**src/sv/lfcf_pkg.sv**
```systemverilog
// ----------------------------------------------------------------------------
// lfcf_pkg
// Shared types and constants of the lowpass feedback comb filter.
// ----------------------------------------------------------------------------
package lfcf_pkg;

  localparam int SAMPLE_W   = 24;
  localparam int COEF_W     = 16;
  localparam int LEN_W      = 11;
  localparam int CFG_W      = 16;
  localparam int FRAC_W     = 16;
  localparam int ACC_W      = 44;
  localparam int FIFO_DEPTH = 4;

  typedef logic signed [SAMPLE_W-1:0] sample_t;
  typedef logic [COEF_W-1:0]          coef_t;
  typedef logic [LEN_W-1:0]           len_t;
  typedef logic [CFG_W-1:0]           cfg_data_t;

  localparam sample_t SAMPLE_MAX = 24'sh7F_FFFF;
  localparam sample_t SAMPLE_MIN = 24'sh80_0000;

  localparam len_t  DELAY_RESET    = 11'd1024;
  localparam coef_t DAMPING_RESET  = 16'd13107;
  localparam coef_t FEEDBACK_RESET = 16'd55705;

  typedef enum logic [1:0] {
    REG_DELAY_LENGTH = 2'd0,
    REG_DAMPING      = 2'd1,
    REG_FEEDBACK     = 2'd2,
    REG_MUTED        = 2'd3
  } reg_index_t;

  // per-item control carried from the address stage into the MAC
  typedef struct packed {
    logic muted;
    logic len_one;
    logic xl_zero;
    logic xl1_zero;
    logic yl_zero;
    logic yl_bypass;
  } lfcf_ctl_t;

endpackage

```
**src/sv/lfcf_out_fifo.sv**
```systemverilog
// ----------------------------------------------------------------------------
// lfcf_out_fifo
// Small result queue between the pipeline and the output channel.
// Space is reserved at input transfer, so a push always finds room.
// ----------------------------------------------------------------------------
module lfcf_out_fifo (
  input  logic              clk,
  input  logic              rst,
  input  logic              push,
  input  lfcf_pkg::sample_t push_data,
  output logic              valid,
  input  logic              ready,
  output lfcf_pkg::sample_t data
);
  import lfcf_pkg::*;

  localparam int PW = $clog2(FIFO_DEPTH);
  localparam int CW = $clog2(FIFO_DEPTH + 1);

  sample_t        entries [FIFO_DEPTH];
  logic [PW-1:0]  wr_ptr;
  logic [PW-1:0]  rd_ptr;
  logic [CW-1:0]  count;
  logic           pop;

  assign pop   = valid && ready;
  assign valid = (count != '0);
  assign data  = entries[rd_ptr];

  // pointers and fill level
  always_ff @(posedge clk) begin
    if (rst) begin
      wr_ptr <= '0;
      rd_ptr <= '0;
      count  <= '0;
    end else begin
      if (push) begin
        wr_ptr <= (wr_ptr == PW'(FIFO_DEPTH - 1)) ? '0 : wr_ptr + 1'b1;
      end
      if (pop) begin
        rd_ptr <= (rd_ptr == PW'(FIFO_DEPTH - 1)) ? '0 : rd_ptr + 1'b1;
      end
      count <= count + CW'(push) - CW'(pop);
    end
  end

  always_ff @(posedge clk) begin
    if (push) begin
      entries[wr_ptr] <= push_data;
    end
  end

endmodule

```
**config.mk**
```make
export PLATFORM = sky130hd
export DESIGN_NAME = lfcf_out_fifo
export DESIGN_NICKNAME = d
export VERILOG_FILES = /design/src/sv/lfcf_pkg.sv /design/src/sv/lfcf_out_fifo.sv
export SDC_FILE = /design/constraint.sdc
export NUM_CORES = 1
export LEC_CHECK = 0
export ABC_CLOCK_PERIOD_IN_PS = 5700
export BUFFER_PORTS_ARGS = -buffer_cell sky130_fd_sc_hd__buf_2
export CORE_MARGIN = 1.5
export CORE_UTILIZATION = 61
export CTS_CLUSTER_SIZE = 40
export DETAILED_ROUTE_END_ITERATION = 7
export PLACE_DENSITY = 0.84
export RECOVER_POWER = 25
export SLEW_MARGIN = 20
export SYNTH_ARGS = -nofsm -noshare
export SYNTH_HDL_FRONTEND = slang
export SYNTH_SLANG_ARGS = --single-unit
```
**constraint.sdc**
```tcl
create_clock -name clk -period 5.7 [get_ports clk]
set_clock_uncertainty 0.1 [all_clocks]
set_input_delay 0.57 -clock clk [delete_from_list [all_inputs] [get_ports clk]]
set_output_delay 0.57 -clock clk [all_outputs]
set_load 0.005 [all_outputs]
```
# After elaboration in Yosys (flattened, before gate mapping)
# Memory sizes are Yosys's and may differ from the RTL's. A register that Yosys moved wholly into a read port is not among the register bits.
# Index checks and enable logic that the tools add are counted.
# op_classes
reduce_logical,2
n_addsub,4
mux,6
n_eq_ne,2
# ops
cell,count
2-bit 2-to-1 mux,4
2-bit by 1-bit adder with 2-bit output (second input constant),2
2-bit == test (second input constant),2
3-bit by 1-bit adder with 3-bit output,1
3-bit nonzero test,1
3-bit by 1-bit subtractor with 3-bit output,1
1-bit 2-to-1 mux,2
1-bit logical AND,1
# totals
mem_count,1
register_bits,7
wordCells,18
inputBits,28
ram_bits,96
output_inout_bits,25
# memory_table
name,depth,width,rd,rd_ports_with_merged_regs,write_ports,line,rtl
entries,4,24,1,1,1,lfcf_out_fifo.sv:20,sample_t entries [FIFO_DEPTH];

# Depth between registers and ports, before layout
# logic_depth
ltp_word,4
depth_mapped,8
depth_no_buf,8

# Worst setup path after synthesis
# Ideal clock, no wire load.
# synth_path
path_kind,input port to flip-flop
start,input port ready
end,register count[2]
t_required_ns,5.475
setup_slack_ns,3.703
arrival_ns,1.773
path_buffers,0
setup_ns,0.125
cell_stages,8
cell_sequence,o31a_1 > ha_1 > inv_1 > ha_1 > inv_1 > fa_1 > xnor3_1 > nor2_1
# synth_via
elab_chain_len,2
# synth_lines
item,line,rtl
"start, declared",lfcf_out_fifo.sv:12,"input logic ready,"
1-bit logical AND,lfcf_out_fifo.sv:26,assign pop = valid && ready;
3-bit by 1-bit subtractor with 3-bit output,lfcf_out_fifo.sv:43,count <= count + CW'(push) - CW'(pop);
"end signal, assigned",lfcf_out_fifo.sv:43,
"end, declared",lfcf_out_fifo.sv:23,logic [CW-1:0] count;
# No other way between the ends.
# A chain may end at the register's enable or synchronous reset.

==> flow_summary_export.csv <==
group,metric,value,unit
placement,dp_slack,3.32,ns
synth,seq_area_frac_synth,77.2,%
clocking,cts.path.max_buffers,2,
setup_path,critPathLaunchType,"flip-flop",
floorplanning,ios,53,
global_routing,grt_pass1_wl,9600,um
setup_path,end_kind,"output pin",
layout,final_util,70.4,%
synth,synth_nets,206,
placement,place_hpwl,3680,um
setup_path,crit_slowest_cell,"dfxtp_2",
placement,placed_cells,296,
timing,setup_tns,0,ns
timing,worst_slack,3.01,ns
timing,maxSlewHeadroom,46.4,%
power,vdd_drop_max,0.000239,V
global_routing,grt_max_degree,25,
global_routing,grt_pass1_vias,1916,
synth,synth_edf_count,96,
clocking,post_cts_buffers,0,
timing,hold_viol,0,
setup_path,path_max_fanout,24,
clocking,cts_buffers,9,
placement,placed_cell_area,4290,um2
placement,gp_congestion,0.708,
clocking,worstSkewPairLatency,0.35,ns
clocking,clock-sinks,105,
layout,fin_area,4440,um2
drt,routed_wl,6110,um
floorplanning,die_y,83.7,um
clocking,hold_buffers,0,
timing,max_freq,372,MHz
global_routing,grt_use_total,19.0,%
synth,syn_area,3970,um2
global_routing,grt-ovfl-total,0,
timing,setup_viol,0,
layout,synthToLayoutAreaGrowth,12.0,%
flow_run,drv_cap,0,
global_routing,grt-busiest-layer,"met2",
setup_path,crit_type,"reg -> out",
clocking,cts_tree,"done",
global_routing,antenna_found_initial,0,
clocking,htree_levels,3,
setup_path,critPathMaxStageDelay,0.87,ns
layout,drive_above_1_share,32.5,%
drt,ant_nets,0,
drt,first_iter_violations,156,
synth,synth_cell_types,23,
hold_path,hp-class,"in -> reg",
timing,fin_crit_sh,47.1,%
synth,yosys_warnings,0,
drt,wl_per_cell,19.6,um
placement,port_buffers,52,
floorplanning,dieArea,7000,um2
setup_path,crit_chain,"mux4_1 > buf_2",
floorplanning,start_util,62.9,%
synth,syn_area_per_cell,23.3,um2
power,power-per-cell-area,368,nW/um2
floorplanning,die_width,83.7,um
layout,nets,266,
outcome,status,"completed",
timing,worstMarginPinSlew,0.804,ns
timing,rsz0062_at_grt,"false",
floorplanning,rows,29,
timing,period_minus_slack,2.69,ns
layout,layoutNonFillerInstCount,311,
setup_path,cp_top_family,"flip-flops",
global_routing,met2_usage,31.0,%
setup_path,cp.required,5.03,ns
setup_path,arrival,2.02,ns
clocking,cts-root-buf,"clkbuf_8",
clocking,clk_pin_slew,0.09,ns
setup_path,crit_buf_inv,1,
drt,num_vias,1784,
synth,synth-seq-cells,105,
clocking,cts_resized,0,
synth,ys.flop_type,"edfxtp_1",
drt,vias_per_cell,5.74,
global_routing,met1_usage,23.8,%
synth,netlist_instances,170,
floorplanning,coreArea,6310,um2
synth,async_flop_share,0,%
timing,report.final.slew_viol_count,0,
layout,fill_cells,396,
layout,num_antenna_cells,0,
drt,drc,0,
power,p_leak,1.51,nW
drt,dr.pass1.iters,4,
global_routing,gr-usage-met3,4.65,%
==> cell families after synthesis <==
logic type	count (synthesis)	synth area share [%]
mux	27	14.8
xor+xnor	1	0.567
compound gates	2	0.347
flops	105	77.2
fa+ha+maj	8	2.71
simple gates	15	2.21
buf+inv	12	2.21
==> per-stage QoR <==
step	hold WS (ns)	total power, W
2_1_floorplan	0.368	0.00116
3_3_place_gp	0.386	0.00124
3_5_place_dp	0.416	0.00125
4_1_cts	0.315	0.00166
5_1_grt	0.333	0.00171
6_report	0.339	0.00163
==> path summary, 6_finish.rpt <==
kind / startpoint / end / slack, ns / cells after the start
setup / recovery: flip-flop / data[23] / 3.01 / 2
hold / removal: push_data[11] / entries[1][11]$_DFFE_PP_ / 0.34 / 1
setup reg to reg: count[1]$_SDFF_PP0_ / count[2]$_SDFF_PP0_ / 3.63 / 8
hold reg to reg: wr_ptr[0]$_SDFFE_PP0P_ / wr_ptr[0]$_SDFFE_PP0P_ / 0.44 / 2
==> registers in the layout, indices dropped and copies added (netlist names), named ones only <==
signal   count
wr_ptr       2
entries     96
count        3
rd_ptr       2
==> cell type report <==
| type | instances | area [um2] | share of cell area, % |
|---|---|---|---|
| Sequential cell | 105 | 3070 | 69.0 |
| Multi-Input combinational cell | 53 | 818 | 18.4 |
| Timing Repair Buffer | 56 | 270 | 6.08 |
| Clock buffer | 10 | 128 | 2.87 |
| Tap cell | 77 | 96.3 | 2.17 |
| Clock inverter | 5 | 47.5 | 1.07 |
| Inverter | 5 | 18.8 | 0.422 |
==> cells in the final DEF (no fill, tap or decap) <==
cell type and instances:
or3b_2 1, ha_1 7, nand2b_1 3, mux2i_1 2, dfxtp_1 7, inv_1 5, nor2b_1 2, clkbuf_1 17
mux2_2 1, clkbuf_8 9, o31a_1 1, buf_4 4, clkinv_2 2, and2_1 4, nor2_1 3, clkinv_1 2
fa_1 1, buf_2 36, edfxtp_1 96, bufinv_16 1, xnor3_1 1, mux4_1 4, mux4_2 20, or3_1 1
a21oi_1 1, dfxtp_2 2, nor3_1 1
==> where the power goes <==
| part | switching (W) | internal, W | leakage (nW) |
|---|---|---|---|
| Sequential | 0.0000613 | 0.000887 | 0.957 |
| Clock | 0.000214 | 0.000196 | 0.0910 |
| Combinational | 0.000101 | 0.000176 | 0.467 |
==> routing by layer <==
layer	up-vias	share of wire, %
met4	0	2.8
li1	810	-
met2	60	52
met1	900	39
met3	14	5.8
met5	-	0
==> cells in the mapped netlist (all sizes together), types with 2 or more instances <==
| cell type | instances | share of area (%) |
|---|---|---|
| edfxtp | 96 | 73 |
| dfxtp | 9 | 4.5 |
| ha | 7 | 2.2 |
| clkbuf | 2 | 0.19 |
| nor2 | 3 | 0.28 |
| inv | 5 | 0.47 |
| nor2b | 2 | 0.32 |
| mux2i | 2 | 0.50 |
| mux4 | 24 | 14 |
| nand2b | 3 | 0.47 |
| and2 | 4 | 0.63 |
| buf | 5 | 1.5 |
Power figures use the tool's default switching activity.
