===== config.mk =====
export PLATFORM = sky130hd
export DESIGN_NAME = lfcf_mac
export DESIGN_NICKNAME = d
export VERILOG_FILES = /design/src/sv/lfcf_pkg.sv /design/src/sv/lfcf_mac.sv
export SDC_FILE = /design/constraint.sdc
export NUM_CORES = 2
export LEC_CHECK = 0
export BUFFER_PORTS_ARGS = -buffer_cell sky130_fd_sc_hd__buf_2
export CAP_MARGIN = 20
export CORE_UTILIZATION = 45
export DETAILED_ROUTE_END_ITERATION = 6
export MAX_ROUTING_LAYER = met4
export RECOVER_POWER = 100
export SLEW_MARGIN = 10
export SYNTH_ARGS = -nofsm -noshare
export SYNTH_HDL_FRONTEND = slang
export SYNTH_SLANG_ARGS = --single-unit

===== constraint.sdc =====
create_clock -name clk -period 27.5 [get_ports clk]
set_clock_uncertainty 0.15 [all_clocks]
set_input_delay 1.375 -clock clk [delete_from_list [all_inputs] [get_ports clk]]
set_output_delay 1.375 -clock clk [all_outputs]
set_load 0.02 [all_outputs]

===== src/sv/lfcf_pkg.sv =====
// ----------------------------------------------------------------------------
// lfcf_pkg
// Shared types and constants of the lowpass feedback comb filter.
// ----------------------------------------------------------------------------
package lfcf_pkg;

  localparam int SAMPLE_W   = 24;
  localparam int COEF_W     = 16;
  localparam int LEN_W      = 11;
  localparam int CFG_W      = 16;
  localparam int FRAC_W     = 16;
  localparam int ACC_W      = 44;
  localparam int FIFO_DEPTH = 4;

  typedef logic signed [SAMPLE_W-1:0] sample_t;
  typedef logic [COEF_W-1:0]          coef_t;
  typedef logic [LEN_W-1:0]           len_t;
  typedef logic [CFG_W-1:0]           cfg_data_t;

  localparam sample_t SAMPLE_MAX = 24'sh7F_FFFF;
  localparam sample_t SAMPLE_MIN = 24'sh80_0000;

  localparam len_t  DELAY_RESET    = 11'd1024;
  localparam coef_t DAMPING_RESET  = 16'd13107;
  localparam coef_t FEEDBACK_RESET = 16'd55705;

  typedef enum logic [1:0] {
    REG_DELAY_LENGTH = 2'd0,
    REG_DAMPING      = 2'd1,
    REG_FEEDBACK     = 2'd2,
    REG_MUTED        = 2'd3
  } reg_index_t;

  // per-item control carried from the address stage into the MAC
  typedef struct packed {
    logic muted;
    logic len_one;
    logic xl_zero;
    logic xl1_zero;
    logic yl_zero;
    logic yl_bypass;
  } lfcf_ctl_t;

endpackage


===== src/sv/lfcf_mac.sv =====
// ----------------------------------------------------------------------------
// lfcf_mac
// Two-stage arithmetic: feed-forward products, then the recursive
// multiply-add through the last output, rounding and saturation.
// ----------------------------------------------------------------------------
module lfcf_mac #(
  parameter int AW = 11
) (
  input  logic                 clk,
  input  logic                 rst,
  input  logic                 s1_valid,
  input  lfcf_pkg::lfcf_ctl_t  s1_ctl,
  input  logic [AW-1:0]        s1_waddr,
  input  lfcf_pkg::sample_t    xl,
  input  lfcf_pkg::sample_t    xl1,
  input  lfcf_pkg::sample_t    yl,
  input  lfcf_pkg::coef_t      damping,
  input  lfcf_pkg::coef_t      feedback,
  output logic                 y_we,
  output logic [AW-1:0]        y_waddr,
  output lfcf_pkg::sample_t    y_wdata,
  output logic                 res_valid,
  output lfcf_pkg::sample_t    res_data
);
  import lfcf_pkg::*;

  localparam int PROD_W = SAMPLE_W + COEF_W + 1;
  localparam int LOOP_W = SAMPLE_W + COEF_W + 2;
  localparam int RES_W  = ACC_W - FRAC_W;
  localparam logic signed [ACC_W-1:0] ROUND_BIAS = ACC_W'(1 << (FRAC_W - 1));
  localparam logic signed [RES_W-1:0] RES_MAX    = RES_W'(SAMPLE_MAX);
  localparam logic signed [RES_W-1:0] RES_MIN    = RES_W'(SAMPLE_MIN);

  sample_t                   xl_v;
  sample_t                   xl1_v;
  sample_t                   yl_v;
  logic signed [PROD_W-1:0]  m1;
  logic signed [PROD_W-1:0]  m2;
  logic signed [ACC_W-1:0]   p_next;
  logic [COEF_W:0]           c_next;

  logic                      s2_valid;
  logic                      s2_muted;
  logic [AW-1:0]             s2_waddr;
  logic signed [ACC_W-1:0]   s2_p;
  logic [COEF_W:0]           s2_c;
  sample_t                   last_output;

  logic signed [LOOP_W-1:0]  loop_prod;
  logic signed [ACC_W-1:0]   acc;
  logic signed [RES_W-1:0]   rounded;
  sample_t                   y;

  // stage 1: select history taps, feed-forward products
  always_comb begin
    xl_v  = s1_ctl.xl_zero  ? '0 : xl;
    xl1_v = s1_ctl.xl1_zero ? '0 : xl1;
    priority if (s1_ctl.yl_zero) begin
      yl_v = '0;
    end else if (s1_ctl.yl_bypass) begin
      yl_v = last_output;
    end else begin
      yl_v = yl;
    end
    m1 = PROD_W'(xl1_v) * $signed({1'b0, damping});
    // with a delay of one, y[t-L] is the last output: fold R into the loop
    m2 = s1_ctl.len_one ? '0 : PROD_W'(yl_v) * $signed({1'b0, feedback});
    c_next = s1_ctl.len_one ? ({1'b0, damping} + {1'b0, feedback}) : {1'b0, damping};
    p_next = ACC_W'($signed({xl_v, {FRAC_W{1'b0}}})) - ACC_W'(m1) + ACC_W'(m2);
  end

  always_ff @(posedge clk) begin
    if (rst) begin
      s2_valid <= 1'b0;
    end else begin
      s2_valid <= s1_valid;
    end
  end

  always_ff @(posedge clk) begin
    s2_muted <= s1_ctl.muted;
    s2_waddr <= s1_waddr;
    s2_p     <= p_next;
    s2_c     <= c_next;
  end

  // stage 2: recursive term, round to nearest (ties up), saturate
  always_comb begin
    loop_prod = LOOP_W'(last_output) * $signed({1'b0, s2_c});
    acc       = s2_p + ACC_W'(loop_prod) + ROUND_BIAS;
    rounded   = acc[ACC_W-1:FRAC_W];
    priority if (rounded > RES_MAX) begin
      y = SAMPLE_MAX;
    end else if (rounded < RES_MIN) begin
      y = SAMPLE_MIN;
    end else begin
      y = rounded[SAMPLE_W-1:0];
    end
  end

  always_ff @(posedge clk) begin
    if (rst) begin
      last_output <= '0;
    end else if (s2_valid && !s2_muted) begin
      last_output <= y;
    end
  end

  // write-back and result
  assign y_we      = s2_valid && !s2_muted;
  assign y_waddr   = s2_waddr;
  assign y_wdata   = y;
  assign res_valid = s2_valid;
  assign res_data  = s2_muted ? '0 : y;

endmodule


# After elaboration in Yosys (flattened, before gate mapping)
# Cells that the tools add are included.
[totals]
reg_bits = 97
inputBits = 124
out_inout_bits = 61
word_cells = 28
[op_classes]
addsub = 5
n_mul = 3
n_lt_le_gt_ge = 2
n_mux = 9
n_reduce_logical = 2
[ops]
columns = ["op", "count"]
rows = [
  ["$mux W24", 7],
  ["$mul A24 B17 Y41", 2],
  ["$add A43 B42 Y44", 1],
  ["$add A44 B17 Y44 const B", 1],
  ["$add A42 B41 Y43", 1],
  ["$mul A24 B18 Y42", 1],
  ["$sub A40 B41 Y42", 1],
  ["$mux W41", 1],
  ["$gt A28 B24 Y1 const B", 1],
  ["$lt A28 B24 Y1 const B", 1],
  ["$add A16 B16 Y17", 1],
  ["$mux W16", 1],
  ["$logic_and A1 B1 Y1", 1],
  ["$logic_not A1 Y1", 1],
]

# Depth between registers and ports, before layout
[depth]
ltp_word = 7
depth_mapped = 48
mapped_depth_nobuf = 46

# Worst setup path before layout
# Ideal clock, no wire load.
[synth_timing]
path_kind = "input port to flip-flop"
startpoint = "in s1_ctl[0] in the netlist's numbering"
endpoint = "reg, netlist name s2_p[42]"
setup_ns = 0.123
t_arrival_ns = 11.644
required_time_ns = 27.227
path_slack_ns = 15.583
path_stages = 45
n_path_buf = 3
path_cell_list = "clkbuf_1 -> clkbuf_1 -> mux2i_1 -> nor2_1 -> clkbuf_1 -> nand2_1 -> fa_1 -> fa_1 -> inv_1 -> ha_1 -> fa_1 -> fa_1 -> inv_1 -> fa_1 -> inv_1 -> ha_1 -> a41oi_1 -> o21ai_0 -> (+9 left out) -> inv_1 -> fa_1 -> fa_1 -> inv_1 -> fa_1 -> fa_1 -> ha_1 -> a21oi_1 -> inv_1 -> o311ai_0 -> nor2_1 -> o221a_2 -> a221oi_1 -> a211o_1 -> nand2b_1 -> o21ai_0 -> xnor2_1 -> xnor2_1"
[synth_via]
elab_chain_len = 5
[synth_lines]
columns = ["element", "line_no", "rtl"]
rows = [
  ["start, declared", "lfcf_mac.sv:12", "input lfcf_pkg::lfcf_ctl_t s1_ctl,"],
  ["$mux W24", "lfcf_mac.sv:60", "end else if (s1_ctl.yl_bypass) begin"],
  ["$mux W24", "lfcf_mac.sv:58", "priority if (s1_ctl.yl_zero) begin"],
  ["$mul A24 B17 Y41", "lfcf_mac.sv:67", "m2 = s1_ctl.len_one ? '0 : PROD_W'(yl_v) * $signed({1'b0, feedback});"],
  ["$mux W41", "lfcf_mac.sv:67", ""],
  ["$add A42 B41 Y43", "lfcf_mac.sv:69", "p_next = ACC_W'($signed({xl_v, {FRAC_W{1'b0}}})) - ACC_W'(m1) + ACC_W'(m2);"],
  ["net p_next[42]", "lfcf_mac.sv:39", "logic signed [ACC_W-1:0] p_next;"],
]
# The timed path passes the listed nets, and every way through them passes these cells.
# A chain may end at the register's enable or synchronous reset.

# Worst setup path after layout
[layout_timing]
startpoint = "in s1_ctl[0] in the netlist's numbering"
endpoint = "reg s2_p[41]"
[layout_via]
elab_chain_len = 5
[layout_lines]
columns = ["element", "line_no", "rtl"]
rows = [
  ["$mux W24", "lfcf_mac.sv:60", ""],
  ["$mux W24", "lfcf_mac.sv:58", ""],
  ["$mul A24 B17 Y41", "lfcf_mac.sv:67", ""],
  ["$mux W41", "lfcf_mac.sv:67", ""],
  ["$add A42 B41 Y43", "lfcf_mac.sv:69", ""],
  ["net p_next[41]", "lfcf_mac.sv:39", ""],
  ["end signal, assigned", "lfcf_mac.sv:83", "s2_p <= p_next;"],
  ["end, declared", "lfcf_mac.sv:45", "logic signed [ACC_W-1:0] s2_p;"],
]
# The timed path passes the listed nets, and every way through them passes these cells.

==> results_dict.tcl <==
set metrics [dict create \
    status "complete, but fails checks" \
    violations "max-capacitance violations, max-slew violations" \
    netlist_top_cells_count "1,270 x fa_1, 1,263 x inv_1, 692 x nand2_1" \
    cts_resized 0 \
    critPathKind "input port to register" \
    port_buffers 184 \
    rsz0062_at_grt "no" \
    finalHoldViolCount 0 \
    synthTopCellsByArea "fa_1 51%, ha_1 9.7%, inv_1 9.6%" \
    routed-via-count 35200 \
    r2r_cells 39 \
    ff2ff_setup_slack_ps 15130 \
    drt_iter0_markers 1828 \
    top_layer_used "met4" \
    rows 121 \
    crit_path_frequent_cell "fa_1" \
    antenna_found_initial 3 \
    clock-sinks 97 \
    die_x_um 334 \
    clk_pin_slew_ps 80 \
    finalSetupViolations 0 \
    viasPerCell 5.10 \
    start_util_pct 45.5 \
    max_stage_delay_ps 1540 \
    first_global_vias 38800 \
    areaGrowthSynthToFinish_pct 5.49 \
    max_freq_mhz 69.4 \
    max_cap_violations 5 \
    drive_above_1_share_pct 4.94 \
    grt_max_degree 58 \
    ys_seq_elements 97 \
    synth_cell_type_count 77 \
    endpoint_kind "register" \
    timing.final.crit_share_pct 52.4 \
    root_buffer "clkbuf_16" \
    r2r-start "last_output[6]" \
    clockBufferDepth 2 \
    synth_largest_area_cell "fa_1" \
    tns_ps 0 \
    holdPathStages 3 \
    synth_area_um2 49600 \
    tightest_slew_ps 2960 \
    crit_path_top_delay_cell "clkbuf_1" \
    hold_buffers 0 \
    cp-start-kind "input port" \
    synthCells 5357 \
    maxSlewHeadroom_pct -97.9 \
    fin_crit_ps 14420 \
    post-route-drc-count 0 \
    synth.avg_cell_area_um2 9.27 \
    first_pass_iters 5 \
    wl_met2_mm 62.8 \
    min_to "last_output[0]" \
    synth_nets 7137 \
    synth.most_common_cell "fa_1" \
    routabilityCongestion 0.897 \
    ys_seq_area_share_pct 3.91 \
    die_height_um 334 \
    ant_nets 0 \
    postCtsSetupRepairBufs 0 \
    worstPathMaxFanout 24 \
    hp-start "last_output[0]" \
    wl_per_cell_um 18.5 \
    hpwl_mm 107 \
    tritoncts "done" \
    required_ps 27670 \
    wl_mm 128 \
    met1_length_mm 54.2 \
    grt_pass1_wl_mm 211 \
    arrival_ps 14580 \
    synth_top_area_share_pct 51.2 \
    cts_made_buffers 9 \
    synth_ff_type "dfxtp_1" \
    dieArea_um2 112000 \
    grt_overflow_total 0 \
    track_usage_pct 25.1 \
    hold_path.class "register to register" \
    maxSlewViolCount 156 \
    yosys_warnings 0 \
    r2r-end "s2_p[41]" \
    htreeDepth 3 \
    fp.coreArea_um2 109000 \
    synth-edff-count 0 \
    nets 7195 \
    dr_wl_met3_mm 5.16 \
    pin_count 185 \
    synthArstFlopShare_pct 0 \
    clock_latency_ps 400 \
]
[cells by family after synthesis]
| logic type | synth area share (%) |
|---|---|
| mux | 0.799 |
| fa+ha+maj | 61.0 |
| flops | 3.91 |
| buf+inv | 11.3 |
| compound gates | 5.15 |
| xor+xnor | 2.17 |
| simple gates | 15.7 |
[metrics by stage]
| step | util, % | instance area, um^2 | worst slack (ps) | cells | hold WS (ps) |
|---|---|---|---|---|---|
| 2_1_floorplan | - | 49600 | 15580 | 5357 | 470 |
| 3_3_place_gp | 47.8 | 52200 | 14130 | 6875 | 569 |
| 3_5_place_dp | 47.8 | 52200 | 13870 | 6875 | 582 |
| 4_1_cts | 48.1 | 52500 | 14240 | 6891 | 595 |
| 5_1_grt | 48.0 | 52300 | 12280 | 6897 | 628 |
| 6_report | 48.0 | 52400 | 13080 | 6900 | 582 |
[worst max-delay path by stage]
stage	slack, ps	depth (start not counted)	to	start
6_report	13080	38	s2_p[41]	s1_ctl[0]
5_1_grt	12280	39	s2_p[41]	s1_ctl[0]
4_1_cts	14240	39	s2_p[42]	s1_ctl[0]
3_5_place_dp	13870	39	s2_p[42]	s1_ctl[0]
3_3_place_gp	14130	39	s2_p[42]	s1_ctl[0]
2_1_floorplan	15580	45	s2_p[42]	s1_ctl[0]
[cell type report]
type	count	area [um^2]
diodes	4	10.0
clock buffers	10	229
clock inverters	6	50.0
fillers	10500	56800
inverters	1265	4750
multi-input cells	3767	42000
flip-flops and latches	97	1940
well taps	1476	1850
repair buffers	275	1550
[critical path: cells and delay by family]
| kind | cells | cell delay (ps) |
|---|---|---|
| fa+ha+maj | 13 | 5590 |
| compound gates | 13 | 3820 |
| buf+inv | 5 | 1730 |
| simple gates | 4 | 1370 |
| xor+xnor | 2 | 370 |
| mux | 1 | 280 |
[cells in the final DEF (no fill, tap or decap), types with 10 or more instances in the layout]
cell / instances
fa_1: 1270
inv_1: 1263
nand2_1: 692
and2_1: 542
ha_1: 386
nor2_1: 153
buf_2: 128
a21oi_1: 109
dfxtp_1: 97
xnor2_1: 91
buf_4: 84
nor2b_1: 69
clkbuf_1: 60
o21ai_0: 59
a21o_1: 50
nor3_1: 37
xor2_1: 32
a211oi_1: 30
mux2i_1: 25
nand3_1: 20
nand2b_1: 19
o21a_1: 17
nand4_1: 12
a31oi_1: 12
and3_1: 11
a21oi_4: 10
[metal layers]
layer	up-vias	GRT usage, %
met3	176	1.79
met5	-	-
li1	15800	-
met2	838	42.3
met1	18400	31.9
met4	0	9.15
[registers in the layout, summed over array words and instances (netlist names)]
register	flops
last_output	24
s2_p	43
s2_muted	1
y_waddr	11
res_valid	1
s2_c	17
Power is left out: the tool's default activity adds up to more than one toggle a clock period on the data nets, which glitch-free logic cannot reach.
